===== src/rtl/core/base64_line_wrapped_encoder_top_assert.svh =====
// Assertion macros shared by the encoder modules.
// Each macro expects clk and arst_n in scope.
`ifndef BASE64_LINE_WRAPPED_ENCODER_TOP_ASSERT_SVH
`define BASE64_LINE_WRAPPED_ENCODER_TOP_ASSERT_SVH

// same-cycle implication
`define B64LE_ASSERT_NOW(label, ante, cons, msg) \
	label: assert property (@(posedge clk) disable iff (!arst_n) (ante) |-> (cons)) \
		else $error(msg);

// next-cycle implication
`define B64LE_ASSERT_NEXT(label, ante, cons, msg) \
	label: assert property (@(posedge clk) disable iff (!arst_n) (ante) |=> (cons)) \
		else $error(msg);

`endif


===== src/rtl/core/b64le_pkg.sv =====
package b64le_pkg;

	// configuration port
	localparam int APB_AW = 3;
	localparam int APB_DW = 32;
	localparam logic [APB_AW-3:0] REG_LINE_LENGTH = '0;

	// line length handling
	localparam logic [7:0] LINE_LENGTH_RESET = 8'd76;
	localparam logic [7:0] MIN_LINE          = 8'd4;

	// special characters
	localparam logic [7:0] PAD_CHAR = 8'd61;
	localparam logic [7:0] CR_CHAR  = 8'd13;
	localparam logic [7:0] LF_CHAR  = 8'd10;

	// group queue depth (power of two, at least 2)
	localparam int QUEUE_DEPTH = 2;

	// one complete (or final partial) group of input bytes
	typedef struct packed {
		logic [23:0] chunk;
		logic [1:0]  nbytes;
		logic        last;
	} b64le_group_t;

	// back end sequencer phase
	typedef enum logic {
		PH_CHAR,
		PH_LF
	} b64le_phase_t;

	// standard base64 alphabet
	function automatic logic [7:0] b64_char(input logic [5:0] v);
		logic [7:0] w;
		w = {2'b00, v};
		if (v < 6'd26) begin
			return w + 8'd65;
		end else if (v < 6'd52) begin
			return w + 8'd71;
		end else if (v < 6'd62) begin
			return w - 8'd4;
		end else if (v == 6'd62) begin
			return 8'd43;
		end else begin
			return 8'd47;
		end
	endfunction

endpackage


===== src/rtl/core/b64le_if.sv =====
// raw byte channel
interface b64le_in_if;
	logic       valid;
	logic       ready;
	logic [7:0] data_byte;
	logic       last_byte;

	modport source (output valid, output data_byte, output last_byte, input ready);
	modport sink (input valid, input data_byte, input last_byte, output ready);
endinterface

// encoded character channel
interface b64le_out_if;
	logic       valid;
	logic       ready;
	logic [7:0] out_char;
	logic       end_of_message;

	modport source (output valid, output out_char, output end_of_message, input ready);
	modport sink (input valid, input out_char, input end_of_message, output ready);
endinterface


===== src/rtl/core/b64le_front.sv =====
module b64le_front (
	input  logic                    clk,
	input  logic                    arst_n,
	b64le_in_if.sink                raw,
	input  logic                    q_full,
	output logic                    push,
	output b64le_pkg::b64le_group_t push_data
);

	logic [15:0] pending_q;
	logic [1:0]  pos_q;
	logic        accept;
	logic [1:0]  pos;
	logic [7:0]  b;

	assign raw.ready = !q_full;
	assign accept    = raw.valid && raw.ready;
	assign b         = raw.data_byte;

	// a stray position 3 behaves as a fresh group
	assign pos = (pos_q == 2'd3) ? 2'd0 : pos_q;

	// a group leaves on its third byte or on the last byte
	assign push = accept && (raw.last_byte || pos == 2'd2);

	// assemble the group word
	always_comb begin
		push_data.nbytes = pos + 2'd1;
		push_data.last   = raw.last_byte;
		case (pos)
			2'd1:    push_data.chunk = {pending_q[15:8], b, 8'h00};
			2'd2:    push_data.chunk = {pending_q, b};
			default: push_data.chunk = {b, 16'h0000};
		endcase
	end

	// held bytes and group position
	always_ff @(posedge clk or negedge arst_n) begin
		if (!arst_n) begin
			pending_q <= '0;
			pos_q     <= '0;
		end else if (accept) begin
			if (push) begin
				pending_q <= '0;
				pos_q     <= '0;
			end else begin
				if (pos == 2'd0) begin
					pending_q <= {b, 8'h00};
				end else begin
					pending_q <= {pending_q[15:8], b};
				end
				pos_q <= pos + 2'd1;
			end
		end
	end

endmodule


===== src/rtl/core/b64le_queue.sv =====
`include "base64_line_wrapped_encoder_top_assert.svh"

module b64le_queue #(
	parameter int DEPTH = b64le_pkg::QUEUE_DEPTH
) (
	input  logic                    clk,
	input  logic                    arst_n,
	input  logic                    push,
	input  b64le_pkg::b64le_group_t push_data,
	output logic                    full,
	input  logic                    pop,
	output logic                    head_valid,
	output b64le_pkg::b64le_group_t head
);

	localparam int PW = $clog2(DEPTH);
	localparam int CW = $clog2(DEPTH + 1);

	b64le_pkg::b64le_group_t slots_q [DEPTH];
	logic [PW-1:0] wr_ptr_q;
	logic [PW-1:0] rd_ptr_q;
	logic [CW-1:0] count_q;
	logic          do_push;
	logic          do_pop;

	assign full       = (count_q == CW'(DEPTH));
	assign head_valid = (count_q != '0);
	assign head       = slots_q[rd_ptr_q];
	assign do_push    = push && !full;
	assign do_pop     = pop && head_valid;

	// storage
	always_ff @(posedge clk) begin
		if (do_push) begin
			slots_q[wr_ptr_q] <= push_data;
		end
	end

	// pointers and fill count
	always_ff @(posedge clk or negedge arst_n) begin
		if (!arst_n) begin
			wr_ptr_q <= '0;
			rd_ptr_q <= '0;
			count_q  <= '0;
		end else begin
			if (do_push) begin
				wr_ptr_q <= wr_ptr_q + PW'(1);
			end
			if (do_pop) begin
				rd_ptr_q <= rd_ptr_q + PW'(1);
			end
			if (do_push && !do_pop) begin
				count_q <= count_q + CW'(1);
			end else if (do_pop && !do_push) begin
				count_q <= count_q - CW'(1);
			end
		end
	end

	`B64LE_ASSERT_NOW(a_no_push_full, push, !full, "group pushed into full queue")
	`B64LE_ASSERT_NOW(a_no_pop_empty, pop, head_valid, "group popped from empty queue")
	`B64LE_ASSERT_NEXT(a_count_step, push && !pop && !full, count_q != '0, "count lost a push")

endmodule


===== src/rtl/core/b64le_back.sv =====
`include "base64_line_wrapped_encoder_top_assert.svh"

module b64le_back (
	input  logic                    clk,
	input  logic                    arst_n,
	input  logic [7:0]              line_length,
	input  logic                    head_valid,
	input  b64le_pkg::b64le_group_t head,
	output logic                    pop,
	b64le_out_if.source             enc
);

	b64le_pkg::b64le_phase_t phase_q;
	b64le_pkg::b64le_phase_t phase_d;
	logic       out_valid_q;
	logic [7:0] out_char_q;
	logic       out_eom_q;
	logic [7:0] column_q;
	logic [1:0] idx_q;

	logic       load;
	logic [7:0] lim;
	logic       brk;
	logic [5:0] sextet;
	logic       pad;
	logic [7:0] sym;
	logic       sym_eom;
	logic       emit_data;

	assign enc.valid          = out_valid_q;
	assign enc.out_char       = out_char_q;
	assign enc.end_of_message = out_eom_q;

	// output register free to take a beat
	assign load = head_valid && (!out_valid_q || enc.ready);
	assign lim  = (line_length < b64le_pkg::MIN_LINE) ? b64le_pkg::MIN_LINE : line_length;
	assign brk  = (phase_q == b64le_pkg::PH_CHAR) && (column_q >= lim);
	assign emit_data = (phase_q == b64le_pkg::PH_CHAR) && !brk;
	assign pop  = load && emit_data && (idx_q == 2'd3);

	// pick the sextet and padding for the current character
	always_comb begin
		case (idx_q)
			2'd0:    sextet = head.chunk[23:18];
			2'd1:    sextet = head.chunk[17:12];
			2'd2:    sextet = head.chunk[11:6];
			default: sextet = head.chunk[5:0];
		endcase
		pad = ((idx_q == 2'd2) && (head.nbytes == 2'd1)) ||
			((idx_q == 2'd3) && (head.nbytes != 2'd3));
	end

	// next phase
	always_comb begin
		phase_d = phase_q;
		case (phase_q)
			b64le_pkg::PH_CHAR: begin
				if (load && brk) begin
					phase_d = b64le_pkg::PH_LF;
				end
			end
			b64le_pkg::PH_LF: begin
				if (load) begin
					phase_d = b64le_pkg::PH_CHAR;
				end
			end
			default: phase_d = b64le_pkg::PH_CHAR;
		endcase
	end

	// character for this beat
	always_comb begin
		sym     = b64le_pkg::b64_char(sextet);
		sym_eom = 1'b0;
		case (phase_q)
			b64le_pkg::PH_LF: begin
				sym = b64le_pkg::LF_CHAR;
			end
			b64le_pkg::PH_CHAR: begin
				if (brk) begin
					sym = b64le_pkg::CR_CHAR;
				end else begin
					if (pad) begin
						sym = b64le_pkg::PAD_CHAR;
					end
					sym_eom = (idx_q == 2'd3) && head.last;
				end
			end
			default: sym = b64le_pkg::LF_CHAR;
		endcase
	end

	// output register payload
	always_ff @(posedge clk) begin
		if (load) begin
			out_char_q <= sym;
			out_eom_q  <= sym_eom;
		end
	end

	// sequencer state
	always_ff @(posedge clk or negedge arst_n) begin
		if (!arst_n) begin
			phase_q     <= b64le_pkg::PH_CHAR;
			out_valid_q <= 1'b0;
			column_q    <= '0;
			idx_q       <= '0;
		end else begin
			phase_q <= phase_d;
			if (load) begin
				out_valid_q <= 1'b1;
			end else if (enc.ready) begin
				out_valid_q <= 1'b0;
			end
			if (load) begin
				if (phase_q == b64le_pkg::PH_LF) begin
					column_q <= '0;
				end else if (emit_data) begin
					idx_q <= idx_q + 2'd1;
					if ((idx_q == 2'd3) && head.last) begin
						column_q <= '0;
					end else begin
						column_q <= column_q + 8'd1;
					end
				end
			end
		end
	end

	`B64LE_ASSERT_NEXT(a_cr_then_lf, load && brk, phase_q == b64le_pkg::PH_LF,
		"CR not followed by LF")
	`B64LE_ASSERT_NOW(a_eom_on_data, out_valid_q && out_eom_q,
		out_char_q != b64le_pkg::CR_CHAR && out_char_q != b64le_pkg::LF_CHAR,
		"end of message on a line break")
	`B64LE_ASSERT_NOW(a_pop_on_fourth, pop,
		idx_q == 2'd3 && phase_q == b64le_pkg::PH_CHAR,
		"group released before its fourth character")

endmodule


===== src/rtl/core/base64_line_wrapped_encoder_top.sv =====
// Base64 encoder with CR LF line wrapping.
// raw: one byte per beat (data_byte, last_byte); last_byte closes a message
//   and pads a partial group. enc: one ASCII character per beat (out_char,
//   end_of_message), end_of_message set on the final character only.
// APB port: register 0 at address 0 is line_length (8 bits, reset 76,
//   values below 4 act as 4). Write it only while the block is idle.
// The byte that completes a group writes it into the queue; its first
//   character is registered for enc once the group heads the queue.
// Throughput: the input takes a byte every cycle while the group queue has
//   room. The output register emits one character per cycle while the
//   receiver is ready and a group waits; three bytes give four characters,
//   plus CR LF per break; the back end sequencer sets the sustained rate.
// Reset clears the held bytes, column count, queue and output valid flag,
//   and sets line_length to 76.
// When the receiver stalls, the current character holds on enc; the queue
//   fills and then raw.ready drops until the back end drains it.
module base64_line_wrapped_encoder_top #(
	parameter int QUEUE_DEPTH = b64le_pkg::QUEUE_DEPTH
) (
	input  logic                          clk,
	input  logic                          arst_n,
	b64le_in_if.sink                      raw,
	b64le_out_if.source                   enc,
	input  logic                          psel,
	input  logic                          penable,
	input  logic                          pwrite,
	input  logic [b64le_pkg::APB_AW-1:0] paddr,
	input  logic [b64le_pkg::APB_DW-1:0] pwdata,
	output logic [b64le_pkg::APB_DW-1:0] prdata,
	output logic                          pready
);

	logic [7:0]              line_length_q;
	logic                    reg_hit;
	logic                    q_full;
	logic                    push;
	b64le_pkg::b64le_group_t push_data;
	logic                    pop;
	logic                    head_valid;
	b64le_pkg::b64le_group_t head;

	// register decode
	assign pready  = 1'b1;
	assign reg_hit = (paddr[b64le_pkg::APB_AW-1:2] == b64le_pkg::REG_LINE_LENGTH);
	assign prdata  = reg_hit ? {{(b64le_pkg::APB_DW-8){1'b0}}, line_length_q} : '0;

	always_ff @(posedge clk or negedge arst_n) begin
		if (!arst_n) begin
			line_length_q <= b64le_pkg::LINE_LENGTH_RESET;
		end else if (psel && penable && pwrite && pready && reg_hit) begin
			line_length_q <= pwdata[7:0];
		end
	end

	b64le_front u_front (
		.clk       (clk),
		.arst_n    (arst_n),
		.raw       (raw),
		.q_full    (q_full),
		.push      (push),
		.push_data (push_data)
	);

	b64le_queue #(
		.DEPTH (QUEUE_DEPTH)
	) u_queue (
		.clk        (clk),
		.arst_n     (arst_n),
		.push       (push),
		.push_data  (push_data),
		.full       (q_full),
		.pop        (pop),
		.head_valid (head_valid),
		.head       (head)
	);

	b64le_back u_back (
		.clk         (clk),
		.arst_n      (arst_n),
		.line_length (line_length_q),
		.head_valid  (head_valid),
		.head        (head),
		.pop         (pop),
		.enc         (enc)
	);

endmodule

===== src/flat_wrapper.sv =====
// flat-port wrapper written by rule: the top's interface ports become plain ports
module base64_line_wrapped_encoder_top_flat 
#(
	parameter int QUEUE_DEPTH = b64le_pkg::QUEUE_DEPTH
)
  (clk, arst_n, psel, penable, pwrite, paddr, pwdata, prdata, pready, raw_valid, raw_data_byte, raw_last_byte, raw_ready, enc_valid, enc_out_char, enc_end_of_message, enc_ready);
  b64le_in_if raw_i ();
  b64le_out_if enc_i ();
  input  logic clk;
  input  logic arst_n;
  input  logic psel;
  input  logic penable;
  input  logic pwrite;
  input  logic [b64le_pkg::APB_AW-1:0] paddr;
  input  logic [b64le_pkg::APB_DW-1:0] pwdata;
  output logic [b64le_pkg::APB_DW-1:0] prdata;
  output logic pready;
  input wire logic [$bits(raw_i.valid)-1:0] raw_valid;
  input wire logic [$bits(raw_i.data_byte)-1:0] raw_data_byte;
  input wire logic [$bits(raw_i.last_byte)-1:0] raw_last_byte;
  output wire logic [$bits(raw_i.ready)-1:0] raw_ready;
  output wire logic [$bits(enc_i.valid)-1:0] enc_valid;
  output wire logic [$bits(enc_i.out_char)-1:0] enc_out_char;
  output wire logic [$bits(enc_i.end_of_message)-1:0] enc_end_of_message;
  input wire logic [$bits(enc_i.ready)-1:0] enc_ready;
  assign raw_i.valid = raw_valid;
  assign raw_i.data_byte = raw_data_byte;
  assign raw_i.last_byte = raw_last_byte;
  assign raw_ready = raw_i.ready;
  assign enc_valid = enc_i.valid;
  assign enc_out_char = enc_i.out_char;
  assign enc_end_of_message = enc_i.end_of_message;
  assign enc_i.ready = enc_ready;
  base64_line_wrapped_encoder_top #(.QUEUE_DEPTH(QUEUE_DEPTH)) u_core (.clk(clk), .arst_n(arst_n), .raw(raw_i), .enc(enc_i), .psel(psel), .penable(penable), .pwrite(pwrite), .paddr(paddr), .pwdata(pwdata), .prdata(prdata), .pready(pready));
endmodule

===== config.mk =====
export PLATFORM = sky130hd
export DESIGN_NAME = base64_line_wrapped_encoder_top_flat
export DESIGN_NICKNAME = d
export VERILOG_FILES = /design/src/rtl/core/b64le_pkg.sv /design/src/rtl/core/b64le_if.sv /design/src/rtl/core/b64le_front.sv /design/src/rtl/core/b64le_queue.sv /design/src/rtl/core/b64le_back.sv /design/src/rtl/core/base64_line_wrapped_encoder_top.sv /design/src/flat_wrapper.sv
export VERILOG_INCLUDE_DIRS = /design/src /design/src/rtl/core
export SDC_FILE = /design/constraint.sdc
export NUM_CORES = 1
export LEC_CHECK = 0
export CORE_MARGIN = 4
export CORE_UTILIZATION = 35
export DETAILED_ROUTE_END_ITERATION = 10
export DONT_BUFFER_PORTS = 1
export PLACE_DENSITY = 0.49
export SYNTH_ARGS = -nofsm -noshare
export SYNTH_HDL_FRONTEND = slang
export SYNTH_SLANG_ARGS = --single-unit
export TNS_END_PERCENT = 20

===== constraint.sdc =====
create_clock -name clk -period 3.54 [get_ports clk]
set_input_delay 0.354 -clock clk [delete_from_list [all_inputs] [get_ports clk]]
set_output_delay 0.354 -clock clk [all_outputs]
set_load 0.02 [all_outputs]

* Word level (Yosys, flattened, before mapping)
Memories as Yosys holds them, arrays and structs flattened.
Index checks and enable logic that the tools add are counted.
** Operators by class
- $add $sub $neg :: 10
- Multiply operators :: 0
- Div/mod/pow operators :: 0
- Magnitude comparators :: 5
- Eq/ne operators :: 10
- Shift operators :: 0
- Multiplexer cells :: 27
- Bitwise gates (word level) :: 2
- Reduce and logical (&&, ||, !) cells :: 37
** Operators with widths (count)
- 2-to-1 mux 8 bit :: 10
- case mux 24 bit (2 select lines) :: 1
- 2-to-1 mux 16 bit :: 2
- logical AND 1 bit :: 18
- case mux 6 bit (3 select lines) :: 1
- adder 6 x 7 -> 8 bit, second input constant :: 2
- case mux 8 bit (2 select lines) :: 1
- less-than comparator 6 bit, second input constant :: 2
- == test 2 bit, second input constant :: 5
- nonzero test 2 bit :: 5
- adder 8 x 1 -> 8 bit, second input constant :: 1
- greater-or-equal comparator 8 bit :: 1
- less-than comparator 8 x 3 -> 1 bit, second input constant :: 1
- 2-to-1 mux 2 bit :: 4
- subtractor 6 x 3 -> 7 bit, second input constant :: 1
- adder 2 x 1 -> 2 bit, second input constant :: 3
- == test 2 x 1 -> 1 bit, second input constant :: 3
- == test 6 bit, second input constant :: 1
- less-than comparator 6 x 5 -> 1 bit, second input constant :: 1
- 2-to-1 mux 1 bit :: 6
- logical NOT 1 bit :: 5
- logical NOT 2 bit :: 2
- AND reduction 2 bit :: 2
- logical OR 1 bit :: 3
- other kinds (8) :: 10
** Storage, ports and cells
- Flip-flop bits (word level) :: 51
- Bits in latches :: 0
- Memory bits (writable) :: 54
- Memory bits (read-only) :: 0
- Input bits :: 51
- Logic and storage cells :: 105
- Memories kept :: 1
** Memories
- u_core.u_queue.slots_q :: depth 2, width 27, read ports 1, clocked after memory_dff 0, write ports 1, RTL line b64le_queue.sv:19 : b64le_pkg::b64le_group_t slots_q [DEPTH];

* Depth between registers and ports, before layout
- Word-level depth :: 12
- Gate-level depth with buffers :: 14
- Mapped depth without buffers :: 12

* Modules after synthesis
Synthesis repeated with hierarchy kept, for this count alone.
** Second synthesis, totals
- Cell total of the unflattened synthesis :: 474
- Area total of the unflattened synthesis :: 5813.1 µm²
** Modules (own cells, without submodules)
- b64le_queue :: times used 1, cells each 103, area an instance 2248.4 µm², seq. area each 1721.7 µm²
- b64le_back :: times used 1, cells each 207, area an instance 1890.6 µm², seq. area each 570.5 µm²
- b64le_front :: times used 1, cells each 112, area an instance 1091.0 µm², seq. area each 450.4 µm²
- base64_line_wrapped_encoder_top :: times used 1, cells each 52, area an instance 583.1 µm², seq. area each 203.9 µm²

* Least setup slack after synthesis
Ideal clock, no wire load.
- Path type :: flip-flop to flip-flop
- Start point :: register u_core.u_queue.count_q[0]
- End point :: memory u_core.u_queue.slots_q[0][0] in the netlist's numbering, enable pin
- Data arrival time :: 2.988 ns
- Required time :: 3.095 ns
- Slack :: 0.108 ns
- Cell stages (with the launch flop) :: 5
- Clock period less this slack :: 3.432 ns
- Cells stage by stage :: dfrtp_1 -> nand2b_1 -> nand2_1 -> clkbuf_1 -> nor3_1
** Between the ends
- Word-level cells in the longest chain between the ends :: 7
** RTL lines
- start: declaration :: RTL line b64le_queue.sv:22 : logic [CW-1:0] count_q;
- start signal: assignment :: RTL line b64le_queue.sv:53 : count_q <= count_q + CW'(1);
- start signal: assignment :: RTL line b64le_queue.sv:55 : count_q <= count_q - CW'(1);
- == test 2 bit (*) :: RTL line b64le_queue.sv:26 : assign full = (count_q == CW'(DEPTH));
- logical NOT 1 bit (*) :: RTL line b64le_front.sv:16 : assign raw.ready = !q_full;
- named net raw_ready :: RTL line flat_wrapper.sv:21 : output wire logic [$bits(raw_i.ready)-1:0] raw_ready;
- logical AND 1 bit :: RTL line b64le_front.sv:17 : assign accept = raw.valid && raw.ready;
- logical AND 1 bit :: RTL line b64le_front.sv:24 : assign push = accept && (raw.last_byte || pos == 2'd2);
- logical AND 1 bit (*) :: RTL line b64le_queue.sv:29 : assign do_push = push && !full;
- 2-to-1 mux 1 bit (*) :: RTL line b64le_queue.sv:34 : if (do_push) begin
- 2-to-1 mux 1 bit (implied by the code) (*) :: RTL line b64le_queue.sv:35 : slots_q[wr_ptr_q] <= push_data;
- end: declaration :: RTL line b64le_queue.sv:19
The timed path passes the listed nets; every way through them passes the cells marked *.

* Worst setup path after layout
- Start point :: register u_core.u_back.idx_q[0]
- End point :: register u_core.u_back.out_char_q[2] (netlist: u_core.u_back.enc.out_char[2]) (data pin)
** Between the ends
- Word-level cells in the longest chain between the ends :: 10
- Elaborated cells on any way between the ends :: 22
- Classes of those cells :: add/sub (3); order compare (3); eq/ne (4); mux (8); reduce/logical (4)
** RTL lines
- start: declaration :: RTL line b64le_back.sv:19 : logic [1:0] idx_q;
- start signal: assignment :: RTL line b64le_back.sv:119 : idx_q <= idx_q + 2'd1;
- parallel branches: the longest is 7 deep, another holds subtractor 6 x 3 -> 7 bit
- 2-to-1 mux 8 bit (*) :: RTL line b64le_back.sv:83 : if (pad) begin
- 2-to-1 mux 8 bit (*) :: RTL line b64le_back.sv:80 : if (brk) begin
- case mux 8 bit (2 select lines) (*) :: RTL line b64le_back.sv:75 : case (phase_q)
- end signal: assignment :: RTL line b64le_back.sv:96 : out_char_q <= sym;
- end: declaration :: RTL line b64le_back.sv:16 : logic [7:0] out_char_q;
Mark *: on every way between the ends.
A chain may end at the register's enable or synchronous reset.

==> flow_summary.ini <==
[timing]
clock.fmax_mhz = 306.5
finalMaxSlewViolations = 0
post-route-period-util_pct = 92.16
fin_skew_ns = 0.01191
setup_violations = 0
fin_tns_setup_ns = 0
post-route-min-period_ns = 3.262
worst_slew_margin_rel_pct = 57.91
rsz0062_at_grt = false
finalHoldViolCount = 0
hold-worst-slack_ns = 0.09895
tightest_slew_ns = 0.6314

[power]
total_power_mw = 5.466
power.leakage_nw = 2.363
power_density_nw_per_um2 = 955.5
ir_worst_vdd_mv = 0.4608

[clock_tree]
cts_buffers = 9
cts.clk_slew.worst_paths_ns = 0.07
cts.sinks = 105
postCtsHoldBufs = 2
max-clock-path-buffers = 2
cts_tree = built
post_cts_buffers = 0
root_buffer = clkbuf_16
clk_latency_ns = 0.35
htree_levels = 3
ctsResizeCount = 0

[flow_run]
cap_viol_max_count = 0

[drt]
ant_nets = 0
first_iter_violations = 147
drc_errors = 0
first_pass_iters = 4
wl_per_cell_um = 17.03
wl_mm = 10.90
vias = 3325
viasPerCell = 5.195

[synthesis]
ys_warn_count = 0
synth_cells = 438
yosysTopAreaCell = edfxtp_1
ys_seq_area_share_pct = 56.61
ys_ff_latch = 105
ys_types = 57
synth-edff-count = 63
syn-mean-instance-area_um2 = 11.88
synth_top_area_share_pct = 36.35
async_reset_ff_share_pct = 40.00
yosysMostFrequentCell = edfxtp_1
synth_common_cells = edfxtp_1 (63), dfrtp_1 (39), nand2_1 (31), nor2_1 (31), buf_4 (26)
synth_area_um2 = 5205
ys.flop_type = edfxtp_1
yosys-top-cells-area = edfxtp_1 (36%), dfrtp_1 (19%), ha_1 (5.3%)

[floorplan]
die_y_um = 130.0
coreArea_um2 = 14530
initial_utilization_pct = 35.81
top_level_ports = 95
die_w_um = 130.0
die_area_um2 = 16890
num_rows = 44

[finish]
fin_util_pct = 39.36
area_growth_pct = 9.904
antenna_cells = 0
nets = 524
postLayoutCellArea_um2 = 5720
drive_gt1_share_pct = 11.84
n_fill_cell = 1427

[place]
place.gp.congestion = 0.7698
post_dp_cell_area_um2 = 5390
hpwl_mm = 7.768
io_buffers = 0

[setup_path]
end_kind = register
reg2reg_from = u_core.u_back.idx_q[0]$_DFFE_PN0P_
slowest_stage = ha_1
critPathKind = reg -> reg
r2r_slack_ns = 0.28
reg2reg_depth = 10
rr_endpoint = u_core.u_back.enc.out_char[2]$_SDFFCE_PP0P_
slowest_delay_ns = 0.47
worstSetupEndpoint = u_core.u_back.enc.out_char[2]$_SDFFCE_PP0P_
startpoint_type = register
path_max_fanout = 11
path_cells = ha_1 -> and2b_2 -> a22oi_1 -> nand2_1 -> buf_4 -> ha_1 -> or3_4 -> a211o_1 -> a211o_1 -> a41oi_2
required_ns = 3.73
cp-startpoint = u_core.u_back.idx_q[0]$_DFFE_PN0P_
crit_arrival_ns = 3.45

[global_route]
grt_pass1_vias = 3290
grt_pass1_wl_mm = 17.62
grtUsageTotal_pct = 13.61
gr-total-overflow = 0
grt_max_degree = 43
antenna_found_initial = 0

[status]
status = finished clean

[min_path]
hp-class = in -> reg
-- cell families after synthesis --
logic type	share of synthesized area (%)
and+or+nand+nor	11.35
adders and majority gates	5.288
muxes	4.135
AOI/OAI and AO/OA	14.69
xor gates and xnor gates	1.346
other	0.1443
buffers and inverters	6.442
DFF	56.61
-- area by class of cell --
cell class	instances	area [um^2]	share of cell area [%]
tap	184	230.2	4.024
multi-input combinational	296	2014	35.21
timing repair buffer	18	157.7	2.756
clock inverter	7	67.56	1.181
inverter	21	78.83	1.378
sequential	105	2947	51.51
clock buffer	9	225.2	3.937
-- power by group --
group	switching, mW	total, mW	internal, mW
clock	0.486	0.983	0.496
combinational	1.47	2.44	0.968
sequential	0.265	2.04	1.78
-- critical path: cells and delay by family, from the launching register on --
family          cells  cell delay, ns
compound gates      4            0.94
simple gates        3            0.87
fa+ha+maj           2            0.70
flops               1            0.41
buf+inv             1            0.17
-- cells in the final DEF, fill, tap and decap left out, types with 6 or more instances in the layout --
cell type  synthesis  final
nor2_1            31     31
ha_1              22     22
inv_1             20     20
a21oi_1           10     10
nand2_1           31     31
clkbuf_16          0      9
mux2_2            12     12
a21o_1             9      9
mux2i_1            8      8
buf_4             26     16
dfrtp_1           39     39
conb_1             2     25
edfxtp_1          63     63
a22oi_1           20     20
nand2b_1           6      6
nand3_1           14     14
and2_1            11     11
o21ai_0            9      9
a22o_1            24     24
-- registers in the layout, summed over array words and instances, names as in the netlist --
register and count:
u_core.u_front.pending_q 16, u_core.u_queue.count_q 2, u_core.u_queue.slots_q 54, u_core.u_back.phase_q 1, u_core.u_queue.rd_ptr_q 1, u_core.u_back.enc.out_char 8, u_core.u_back.enc.end_of_message 1, u_core.u_back.enc.valid 1
u_core.u_queue.wr_ptr_q 1, u_core.u_back.idx_q 2, u_core.line_length_q 8, u_core.u_back.column_q 8, u_core.u_front.pos_q 2
-- metal layers --
layer / global-route usage (%) / wire, um / up-vias
met2: 20.44 / 4926 / 77
li1: - / - / 1600
met4: 4.768 / 140 / 0
met3: 3.193 / 512 / 6
met5: 0 / 0 / -
met1: 19.36 / 5322 / 1642
-- worst min path at each step --
stage	to	slack, ns	from	depth (start not counted)
after floorplan	u_core.line_length_q[0]$_DFFE_PN0P_	0.06	arst_n	0
after global placement	u_core.u_front.pending_q[10]$_DFFE_PN0P_	0.06	arst_n	0
after detailed placement	u_core.u_front.pending_q[12]$_DFFE_PN0P_	0.06	arst_n	0
after CTS	u_core.u_front.pos_q[0]$_DFFE_PN0P_	0.08	raw_last_byte	1
after global routing	u_core.u_queue.slots_q[1][0]$_DFFE_PP_	0.08	raw_last_byte	0
final	u_core.u_queue.slots_q[1][0]$_DFFE_PP_	0.1	raw_last_byte	0
-- per-stage QoR --
step / std cells / setup WS [ns]
finish: 640 / 0.2777
global route: 640 / 0.02137
CTS: 640 / 0.2592
detailed placement: 622 / 0.2942
global placement: 622 / 0.2926
floorplan: 461 / 0.1075
No activity file was read; power rests on OpenSTA's default activity.
